[src/rtl/pfe_pkg.sv]
package pfe_pkg;

  localparam int STACK_DEPTH = 64;
  localparam int DATA_W      = 32;
  localparam int CNT_W       = $clog2(STACK_DEPTH + 1);
  localparam int SYM_W       = 8;

  localparam logic [SYM_W-1:0] SYM_ADD  = 8'd43;
  localparam logic [SYM_W-1:0] SYM_SUB  = 8'd45;
  localparam logic [SYM_W-1:0] SYM_MUL  = 8'd42;
  localparam logic [SYM_W-1:0] SYM_DIV  = 8'd47;
  localparam logic [SYM_W-1:0] SYM_ZERO = 8'd48;

  // per-cycle command to every stack cell
  typedef enum logic [1:0] {
    CMD_HOLD,
    CMD_PUSH,
    CMD_POP
  } cell_cmd_t;

  typedef struct packed {
    logic underflow;
    logic divide_by_zero;
    logic overflowed;
  } err_flags_t;

  function automatic logic is_operator(input logic [SYM_W-1:0] sym);
    return (sym == SYM_ADD) || (sym == SYM_SUB) || (sym == SYM_MUL) || (sym == SYM_DIV);
  endfunction

endpackage

[src/rtl/pfe_cell.sv]
// one stack entry; push takes the entry above, pop takes the entry below
module pfe_cell import pfe_pkg::*; (
  input  logic              clk,
  input  cell_cmd_t         cmd,
  input  logic [DATA_W-1:0] from_up,
  input  logic [DATA_W-1:0] from_down,
  output logic [DATA_W-1:0] val
);

  always_ff @(posedge clk) begin
    unique case (cmd)
      CMD_PUSH: val <= from_up;
      CMD_POP:  val <= from_down;
      CMD_HOLD: val <= val;
      default:  val <= val;
    endcase
  end

endmodule

[config.mk]
export PLATFORM = sky130hd
export DESIGN_NAME = pfe_cell
export DESIGN_NICKNAME = d
export VERILOG_FILES = /design/src/rtl/pfe_pkg.sv /design/src/rtl/pfe_cell.sv
export SDC_FILE = /design/constraint.sdc
export NUM_CORES = 1
export LEC_CHECK = 0
export ABC_AREA = 1
export BUFFER_PORTS_ARGS = -buffer_cell sky130_fd_sc_hd__buf_2
export CORE_AREA = 10 10 86 70
export CTS_CLUSTER_SIZE = 16
export DETAILED_ROUTE_END_ITERATION = 6
export DIE_AREA = 0 0 96 80
export GPL_TIMING_DRIVEN = 0
export PLACE_DENSITY = 0.67
export SYNTH_ARGS = -nofsm -noshare
export SYNTH_HDL_FRONTEND = slang
export SYNTH_SLANG_ARGS = --single-unit
[constraint.sdc]
create_clock -name clk -period 2.44 [get_ports clk]
set_input_delay 0.122 -clock clk [delete_from_list [all_inputs] [get_ports clk]]
set_output_delay 0.122 -clock clk [all_outputs]
set_load 0.005 [all_outputs]
; Yosys cells after proc, flatten, opt, wreduce, memory -nomap -nowiden
; Cells that the tools add are included.
[totals]
ff_bits = 32
inputBits = 67
[classes]
n_eq_ne = 2
mux = 1
reduce_logical = 1
[ops]
columns = operator, count
row1 = $pmux 32 s2, 1
row2 = $eq 2x1->1 const B, 1
row3 = $eq 2x2->1 const B, 1
row4 = $reduce_bool 2->1, 1

; Longest topological paths before layout
[depth]
word_depth = 2
mapped_depth = 7

; Worst setup path before layout
; Ideal clock, no wire load.
[synth_path]
kind = in2reg
start = in cmd[0]
end = reg val[0], enable pin
t_arrival_ns = 1.060
path_buffers = 0
required_ns = 2.053
cell_stages = 3
path_slack_ns = 0.993
setup_time_ns = 0.387
cell_sequence = inv_1 > ha_1 > inv_1
[synth_between]
elab_chain_len = 2
[synth_rtl]
columns = item, line_no
row1 = start: declaration, pfe_cell.sv:4  ; input cell_cmd_t cmd,
row2 = $eq 2x2->1 / $eq 2x1->1 (equally long branches), pfe_cell.sv:11  ; unique case (cmd)
row3 = $reduce_bool 2->1 (no line) *, --
row4 = end signal: assignment, pfe_cell.sv:12  ; CMD_PUSH: val <= from_up;
row5 = end signal: assignment, pfe_cell.sv:13  ; CMD_POP: val <= from_down;
row6 = end signal: assignment, pfe_cell.sv:14  ; CMD_HOLD: val <= val;
row7 = end: declaration, pfe_cell.sv:7  ; output logic [DATA_W-1:0] val
; Every way passes the cells marked *; elsewhere a longest branch is shown, timed or not.
; A chain may end at the register's enable or synchronous reset.

; Worst setup path after layout
[layout_path]
start = in cmd[0]
end = reg val[19], enable pin
; The elaborated chain is that of the path after synthesis.

==> out/metrics.cfg <==
[timing]
worstMarginPinSlew_ns=1.21
finalMaxSlewViolations=0
hold_viol_final=0
fin_ws_ns=0.943
period_needed_ns=1.50
finalSetupViolations=0
fmax_ghz=0.668
period_share_pct=61.4
tns_ns=0
hold_slack_ns=0.105
slew_headroom_pct=19.2
rsz0062_at_grt=false

[synthesis]
syn_area_sq_um=1470
synth.distinct_cells=9
avgSynthCellArea_sq_um=10.6
synthCells=139
ys.warnings.count=0
syn_nets=207
ys_ff_latch=32
yosysSeqAreaShare_pct=65.3

[power]
max-vdd-ir-drop_uv=262
p_leak_nw=1.09
power.density_nw_per_um2=632

[finish]
area_growth_pct=43.4
largest_reg_flops=32
fin_nets=312
regMostFlops=val
fillerInstances=421
drive_above_1_share_pct=50.0
final_cells=301
layout_common_cells=98 x buf_2, 86 x nand2_1, 32 x edfxtp_1
reg_top3=val (32)
diodes=0
mostFrequentLayoutCell=buf_2

[worst_setup_path]
cp_common_cell=inv_1
endpoint_kind=register
critPathMaxStageDelay_ns=0.87
critPathMaxFanout=32
critPathSlowestCell=inv_1
crit_chain=buf_2 > inv_1 > ha_1 > inv_1
worstPathRequired_ns=2.33
worstSetupStartpointType=input port
cp_data_arrival_time_ns=1.39
path_class=in2reg

[cts]
cts_tree=yes
htreeDepth=2
cts_hold_buf=0
cts_root_buf=clkbuf_8
clk_pin_slew_ns=0.06
cts_resized=0
cts_setup_buffers=0
cts_made_buffers=5
clock_sinks=32
clockBufferDepth=2

[route]
drtIter0Drc=20
drtAntennaViolNets=0
drc_errors=0
wl_per_cell_microns=13.0
viasPerCell=4.04
wirelength_mm=3.90
vias=1217
first_pass_iters=2

[status]
status=finished, final reports clean

[job]
max_cap_viol_count=0

[placed_design]
io_buffers=98
routabilityCongestion=0.779
dp_slack_ns=0.610
dpl.cell_count=294
place_hpwl_mm=3.15

[grt]
track_usage_pct=9.86
grt_max_degree=33
grt_pass1_vias=1204
grt_pass1_wl_mm=5.78
antenna_found_initial=0
overflow=0

[min_path]
hold_path_class=in2reg

[die]
initial_core_util_pct=34.2
die_h_microns=80
die-area_sq_um=7680
die_w_microns=96
ioPinCount=99
num_rows=21
coreArea_sq_um=4310

-- area by class of cell --
type / count / area (sq um) / area share (%)
buffer: 7 / 95.1 / 4.50
clock buffer: 6 / 72.6 / 3.44
clock inverter: 1 / 5.00 / 0.237
inverter: 3 / 18.8 / 0.889
multi-input combinational: 97 / 398 / 18.8
sequential: 32 / 961 / 45.5
tap: 57 / 71.3 / 3.38
timing repair buffer: 98 / 490 / 23.2
-- report_power, final --
part	internal [mW]	switching [mW]	leakage [nW]	total [mW]
registers	0.702	0.0159	0.312	0.718
clock network	0.193	0.178	0.0410	0.372
logic	0.121	0.123	0.738	0.244
-- synthesized netlist by cell type --
master	count	area share, %
buf_12	1	1.4
buf_6	3	2.3
clkbuf_8	3	2.8
edfxtp_1	32	65
ha_1	1	0.85
inv_1	2	0.51
inv_8	1	0.76
nand2_1	86	22
nand2_2	10	4.2
-- final timing paths --
kind | startpoint | to | slack [ns] | depth (start not counted)
setup / recovery | cmd[0] | val[19] | 0.94 | 4
hold / removal | from_up[17] | val[17] | 0.11 | 3
-- metal layers --
metal	share of wire, %	global-route usage, %
met1	39	10.2
met2	45	15.8
met3	14	4.89
met4	2.1	5.74
met5	0	0
-- worst max-delay path: cells and delay by family --
kind                       cells  cell delay, ns
adders and majority gates      1            0.27
buffers and inverters          3            0.98
-- per-stage QoR --
stage | util, % | area (sq um) | total power [mW]
final | 49.0 | 2110 | 1.33
after global routing | 49.0 | 2110 | 1.41
after CTS | 49.0 | 2110 | 1.36
after detailed placement | 47.2 | 2030 | 0.983
after global placement | 47.2 | 2030 | 0.978
after floorplan | - | 1470 | 0.828
-- cells by family (layout without fill, tap and decap cells) --
logic type	count (synthesis)	in the layout	synth area share (%)
simple gates	96	96	26.2
flops	32	32	65.3
buf+inv	10	115	7.73
fa+ha+maj	1	1	0.849
(Power assumes the default switching activity.)
