[src/rtl/pfe_pkg.sv]
package pfe_pkg;

  localparam int STACK_DEPTH = 64;
  localparam int DATA_W      = 32;
  localparam int CNT_W       = $clog2(STACK_DEPTH + 1);
  localparam int SYM_W       = 8;

  localparam logic [SYM_W-1:0] SYM_ADD  = 8'd43;
  localparam logic [SYM_W-1:0] SYM_SUB  = 8'd45;
  localparam logic [SYM_W-1:0] SYM_MUL  = 8'd42;
  localparam logic [SYM_W-1:0] SYM_DIV  = 8'd47;
  localparam logic [SYM_W-1:0] SYM_ZERO = 8'd48;

  // per-cycle command to every stack cell
  typedef enum logic [1:0] {
    CMD_HOLD,
    CMD_PUSH,
    CMD_POP
  } cell_cmd_t;

  typedef struct packed {
    logic underflow;
    logic divide_by_zero;
    logic overflowed;
  } err_flags_t;

  function automatic logic is_operator(input logic [SYM_W-1:0] sym);
    return (sym == SYM_ADD) || (sym == SYM_SUB) || (sym == SYM_MUL) || (sym == SYM_DIV);
  endfunction

endpackage

[src/rtl/pfe_div.sv]
// signed divide, truncating toward zero; one quotient bit per cycle
module pfe_div import pfe_pkg::*; (
  input  logic              clk,
  input  logic              rst,
  input  logic              start,
  input  logic [DATA_W-1:0] dividend,
  input  logic [DATA_W-1:0] divisor,
  output logic              done,
  output logic [DATA_W-1:0] quotient
);

  localparam int STEP_W = $clog2(DATA_W);

  logic              busy;
  logic [STEP_W-1:0] step;
  logic [DATA_W-1:0] rem;
  logic [DATA_W-1:0] quo;
  logic [DATA_W-1:0] dvs;
  logic              neg;
  logic [DATA_W:0]   shifted;
  logic [DATA_W:0]   diff;

  assign shifted  = {rem, quo[DATA_W-1]};
  assign diff     = shifted - {1'b0, dvs};
  assign quotient = neg ? (DATA_W'(0) - quo) : quo;

  always_ff @(posedge clk) begin
    if (rst) begin
      busy <= 1'b0;
      done <= 1'b0;
      step <= '0;
    end else begin
      done <= 1'b0;
      if (start) begin
        busy <= 1'b1;
        step <= '0;
      end else if (busy) begin
        step <= step + STEP_W'(1);
        if (step == STEP_W'(DATA_W - 1)) begin
          busy <= 1'b0;
          done <= 1'b1;
        end
      end
    end
  end

  always_ff @(posedge clk) begin
    if (start) begin
      rem <= '0;
      quo <= dividend[DATA_W-1] ? (DATA_W'(0) - dividend) : dividend;
      dvs <= divisor[DATA_W-1] ? (DATA_W'(0) - divisor) : divisor;
      neg <= dividend[DATA_W-1] ^ divisor[DATA_W-1];
    end else if (busy) begin
      if (!diff[DATA_W]) begin
        rem <= diff[DATA_W-1:0];
        quo <= {quo[DATA_W-2:0], 1'b1};
      end else begin
        rem <= shifted[DATA_W-1:0];
        quo <= {quo[DATA_W-2:0], 1'b0};
      end
    end
  end

endmodule

[config.mk]
export PLATFORM = sky130hd
export DESIGN_NAME = pfe_div
export DESIGN_NICKNAME = d
export VERILOG_FILES = /design/src/rtl/pfe_pkg.sv /design/src/rtl/pfe_div.sv
export SDC_FILE = /design/constraint.sdc
export NUM_CORES = 1
export LEC_CHECK = 0
export ABC_AREA = 1
export ABC_CLOCK_PERIOD_IN_PS = 2900
export BUFFER_PORTS_ARGS = -buffer_cell sky130_fd_sc_hd__buf_2
export CORE_MARGIN = 5
export CORE_UTILIZATION = 61
export CTS_CLUSTER_SIZE = 14
export DETAILED_ROUTE_END_ITERATION = 8
export PLACE_DENSITY_LB_ADDON = 0.2
export SLEW_MARGIN = 30
export SYNTH_ARGS = -nofsm -noshare
export SYNTH_HDL_FRONTEND = slang
export SYNTH_SLANG_ARGS = --single-unit
[constraint.sdc]
create_clock -name clk -period 2.9 [get_ports clk]
set_clock_uncertainty 0.15 [all_clocks]
set_input_delay 0.58 -clock clk [delete_from_list [all_inputs] [get_ports clk]]
set_output_delay 0.58 -clock clk [all_outputs]
set_load 0.005 [all_outputs]
Word-level counts from Yosys, hierarchy flattened
Index checks and enable logic that the tools add are counted.

Flip-flop bits (word level): 104. Logic and storage cells: 30. Bits of input ports: 67.

Mux-type cells: 11. $add $sub $neg: 5. Equal/unequal tests: 1. Bitwise logic cells: 2. Reduce and logical (&&, ||, !) cells: 3.

Operator list (number): 2-to-1 mux 32 bit (5); subtractor 1 x 32 -> 32 bit, first input constant (3); subtractor 33 x 32 -> 33 bit (1); 2-to-1 mux 31 bit (1); adder 5 x 1 -> 5 bit, second input constant (1); == test 5 bit, second input constant (1); 2-to-1 mux 1 bit (5); OR reduction 3 bit (1); nonzero test 2 bit (1); OR reduction 2 bit (1); inverter 1 bit (1); bitwise XOR 1 bit (1).

Longest topological paths before layout
Depth after elaboration: 4. Depth in mapped cells: 18. Depth with buffers taken out: 17.

Least setup slack after synthesis
Ideal clock, no wire load.

Kind: flip-flop to flip-flop. From: register quo[31]. To: register quo[0] (data pin). Path slack: 0.474 ns. Buffers on the path: 1. Library setup time: 0.268 ns. Arrival time: 2.007 ns. Required time: 2.482 ns. Period minus slack after synthesis: 2.426 ns. Stages on the path, launching flop included: 17. Path through: edfxtp_1 > inv_1 > ha_1 > fa_1 > inv_1 > nand2_1 > nand2_1 > nand3_1 > nand2_2 > nand2_1 > nand2_1 > nand2_2 > nand2_4 > nand2_2 > nand2_4 > buf_6 > o21ai_0.

Longest elaborated chain between the ends: 4.

RTL lines: start, declared (RTL line pfe_div.sv:17) `logic [DATA_W-1:0] quo;`; start signal, assigned (RTL line pfe_div.sv:50) `quo <= dividend[DATA_W-1] ? (DATA_W'(0) - dividend) : dividend;`; start signal, assigned (RTL line pfe_div.sv:56) `quo <= {quo[DATA_W-2:0], 1'b1};`; start signal, assigned (RTL line pfe_div.sv:59) `quo <= {quo[DATA_W-2:0], 1'b0};`; subtractor 33 x 32 -> 33 bit (RTL line pfe_div.sv:24) `assign diff = shifted - {1'b0, dvs};`; 2-to-1 mux 1 bit (RTL line pfe_div.sv:54) `if (!diff[DATA_W]) begin`; 2-to-1 mux 32 bit (RTL line pfe_div.sv:53) `end else if (busy) begin`; 2-to-1 mux 32 bit (RTL line pfe_div.sv:48) `if (start) begin`.

Every way passes these cells. The select of a mux whose other input is x is not followed. A chain may end at the register's enable or synchronous reset.

Final worst setup path
From: register quo[1]. To: output quotient[28].

Longest elaborated chain between the ends: 2.

RTL lines: subtractor 1 x 32 -> 32 bit (RTL line pfe_div.sv:25) `assign quotient = neg ? (DATA_W'(0) - quo) : quo;`; 2-to-1 mux 32 bit (RTL line pfe_div.sv:25); end, declared (RTL line pfe_div.sv:9) `output logic [DATA_W-1:0] quotient`.

Every way passes these cells.

==> run summary <==
The final reports fail on negative setup slack. Counting along the longest clock path gives a buffer depth of 2. The count of buffering cells on the critical path with inverters included works out to 2.

When the netlist entered floorplanning its net count stood at 1,550. The pin slew with the least headroom to its limit was 0.4478 ns. The internal power of the cells totals 2.673 mW. The number of buffers added on ports is 99, and the achievable frequency is 336.5 MHz.

The area growth from synthesis to layout is 13.63%. The first global-routing pass estimated 38.48 mm of wire. The tools report the number of library cell types mapped by synthesis as 45. TritonCTS created 9 clock buffers. The tree is rooted in a sky130_fd_sc_hd__clkbuf_16.

Dividing the detail-routed wire length by the instance count gives 14.15 µm. The run gives 0.2591 ns as the final worst hold slack. The stage delay of the slowest cell on the critical path works out to 0.44 ns. The flip-flop and latch count after synthesis was 104. TritonCTS built the clock tree. The clock latency reported for the late side of the worst-skew pair is 0.36 ns. Number of nets with antenna violations after routing: 0. The fraction of power consumed by the clock network was 29.3%. The async set or reset register ratio after synthesis is 0%. The run finished, with violations left.

In the finished design, the share of the clock period the worst path needs comes to 102.5%. The startpoint class of the critical path was a flop. In this run the worst path has a maximum fanout of 5. The final critical path time including I/O delays and setup is 2.972 ns, and the maximum vdd drop is 0.2847 mV. The total I/O pin count is 100. In this run the power density over the cells is 380.1 nW/µm².

The number of endpoints with negative hold slack in the final report was 0; the fraction of layout cells with a size suffix above 1 was 13.29%. Setup repair after global routing could not meet its margin everywhere. The part of the Yosys area used for sequential elements came out at 29.75%. In this run the number of H-tree levels came out at 3. Global-route total usage across every layer: 26.53%. The synthesis warning total came out at 0. For this design the static power due to leakage is 5.530 nW. Sequential cells burn 44.9% of the power. The kind of cell with the highest combined delay on the critical path was simple AND/OR/NAND/NOR gates. Detailed routing inserted a total of 9,180 vias. In this run the tightest slew margin relative to its limit is 70.12%.

The max-slew violation count was 0. The average cell area after synthesis is 6.357 µm². For this configuration, the core starts out at a cell density of 62.73%.

The tools report the number of global-route vias before repair as 8,345. The signal on the critical path passes through inv_2 > ha_4 > nand4_1 > nor3_2 > nand2_2 > nor2_4 > nand3_2 > nand2_4 > o21ai_2 > nand2_1 > nand2_1 > buf_2. Of the total power, the share spent switching nets is 32.63%. The type of the worst setup path is flop to output port. The net count of the finished layout is 1,657. The minimum setup slack in the final design was -0.07155 ns. DRC violation count after routing: 0. For the synthesized area, the log shows 9186 µm².

Among all stages on the critical path, the largest delay is contributed by sky130_fd_sc_hd__edfxtp_1. The initial antenna violation count is 4. The top cell types in the final layout, fill and taps aside, are sky130_fd_sc_hd__nand2_1, sky130_fd_sc_hd__inv_1, sky130_fd_sc_hd__nor2_1. The most used flip-flop cell after synthesis is sky130_fd_sc_hd__edfxtp_1.

Routability-driven placement finished with a final weighted congestion of 0.9556. The net switching component of the power was 1.295 mW. Among the stages of the critical path, the cell type that occurs most often is sky130_fd_sc_hd__nand2_1. For this run, the detailed router's first-pass iteration total came to 5. The worst slack at placement is 0.1061 ns, and the placeable core region is 14,640 µm². Entering global routing, the biggest net connects 42 pins.

Via-per-instance ratio: 5.267. For the sum of net half-perimeters after detailed placement, the log shows 18.78 mm. Overflow left after global routing: 0. The run gives 2.24 ns as the signal arrival time at the worst endpoint. After technology mapping, the gate count stands at 1,445. The die is 132.7 µm tall.

The die is 132.7 µm wide. The run gives 17,610 µm² as the total die area. After clock tree synthesis, the clock-pin slew on the worst setup and hold paths is 0.07 ns. Counting flops with a built-in enable in the synthesized netlist gives 65. CTS saw 104 sinks.

For this block, the initial DRC count from the detailed router was 817. The logs give 12 for the total setup violations reported at the end of the flow and 2.17 ns for the critical path required time. For this design, the CTS-stage hold fixing added 0 buffers.

After detailed routing, the total wire length is 24.67 mm. The kind of path behind the tightest hold check was primary input to flop. Combinational logic is responsible for 25.8% of the overall power.

Summing internal, switching and leakage power gives 3.968 mW. The number of max-capacitance violations reported is 0, and the number of core rows is 44. The most common library cell in the layout ignoring fill and taps is sky130_fd_sc_hd__nand2_1.

STA classifies the critical path endpoint as an output port.
==> path summary, 6_finish.rpt <==
path,end,from,cells past startpoint,slack (ns)
worst max-delay path,quotient[28],quo[1],12,-0.07
worst min-delay path,busy,rst,2,0.26
worst max register to register,quo[0],quo[31],15,0.23
worst min register to register,step[3],step[3],1,0.30
==> sequential cells by signal, indices dropped and copies added (netlist names) <==
| signal | cells |
|---|---|
| quo | 32 |
| dvs | 32 |
| step | 5 |
| done | 1 |
| busy | 1 |
| neg | 1 |
| rem | 32 |
==> logic make-up (layout without fill, tap and decap cells) <==
family                     Yosys count  after routing  share of synthesized area (%)
buffers and inverters              312            419                          13.37
other                                0              2                              0
xor gates and xnor gates            92             92                          8.772
AOI/OAI and AO/OA                  122            122                          7.028
adders and majority gates           38             38                          5.257
and+or+nand+nor                    777            782                          35.82
DFF                                104            104                          29.75
==> per-layer routing <==
metal / vias to the layer above / GRT usage [%] / part of all wire (%)
li1: 4699 / - / -
met1: 4096 / 32.97 / 43
met2: 315 / 45.60 / 47
met3: 64 / 4.746 / 6.5
met4: 6 / 10.85 / 3.5
met5: - / 0 / 0.11
==> repair_timing <==
item	CTS	global route
endpoints found under the setup margin	15	51
resized for setup	21	25
buffers inserted	6	4
gates cloned	0	5
pin swaps	6	14
==> final cells by class <==
cell class	instances	area [µm²]
Antenna cell	2	5.005
Clock buffer	10	229.0
Clock inverter	6	43.79
Fill cell	1273	4205
Inverter	282	1062
Multi-Input combinational cell	1034	5463
Sequential cell	104	2733
Tap cell	184	230.2
Timing Repair Buffer	121	673.1
==> power groups by stage <==
stage / registers, mW / logic (mW) / clock network, mW
after global placement: 1.80 / 0.955 / 0
after global routing: 1.79 / 1.14 / 1.23
after detailed placement: 1.81 / 0.967 / 0
final: 1.78 / 1.02 / 1.16
after floorplan: 1.79 / 0.623 / 0
after CTS: 1.78 / 0.992 / 1.17
==> stage by stage <==
step / utilization (%) / instance area [µm²] / std cells / setup TNS, ns
after floorplan: - / 9186 / 1445 / 0
after global placement: 67.26 / 9849 / 1710 / 0
after detailed placement: 67.26 / 9849 / 1710 / 0
after CTS: 69.86 / 10230 / 1732 / -0.4265
after global routing: 71.27 / 10440 / 1742 / -2.782
final: 71.28 / 10440 / 1743 / -0.3824
==> cell usage after synthesis, types with 4 or more instances <==
library cell | count | area (µm²)
sky130_fd_sc_hd__nand2_1 | 475 | 1783
sky130_fd_sc_hd__inv_1 | 279 | 1047
sky130_fd_sc_hd__nor2_1 | 119 | 446.7
sky130_fd_sc_hd__nand3_1 | 92 | 460.4
sky130_fd_sc_hd__o21ai_0 | 68 | 340.3
sky130_fd_sc_hd__edfxtp_1 | 65 | 1952
sky130_fd_sc_hd__xor2_1 | 59 | 516.8
sky130_fd_sc_hd__dfxtp_1 | 39 | 780.8
sky130_fd_sc_hd__ha_1 | 37 | 462.9
sky130_fd_sc_hd__a21oi_1 | 33 | 165.2
sky130_fd_sc_hd__xnor2_1 | 33 | 289.0
sky130_fd_sc_hd__nor3_1 | 26 | 130.1
sky130_fd_sc_hd__clkbuf_1 | 19 | 71.32
sky130_fd_sc_hd__nand4_1 | 17 | 106.4
sky130_fd_sc_hd__nand2_2 | 14 | 87.58
sky130_fd_sc_hd__a31oi_1 | 10 | 62.56
sky130_fd_sc_hd__or2_2 | 7 | 43.79
sky130_fd_sc_hd__and2_1 | 5 | 31.28
sky130_fd_sc_hd__buf_6 | 4 | 45.04
sky130_fd_sc_hd__nor2_2 | 4 | 25.02
Power figures use the tool's default switching activity.
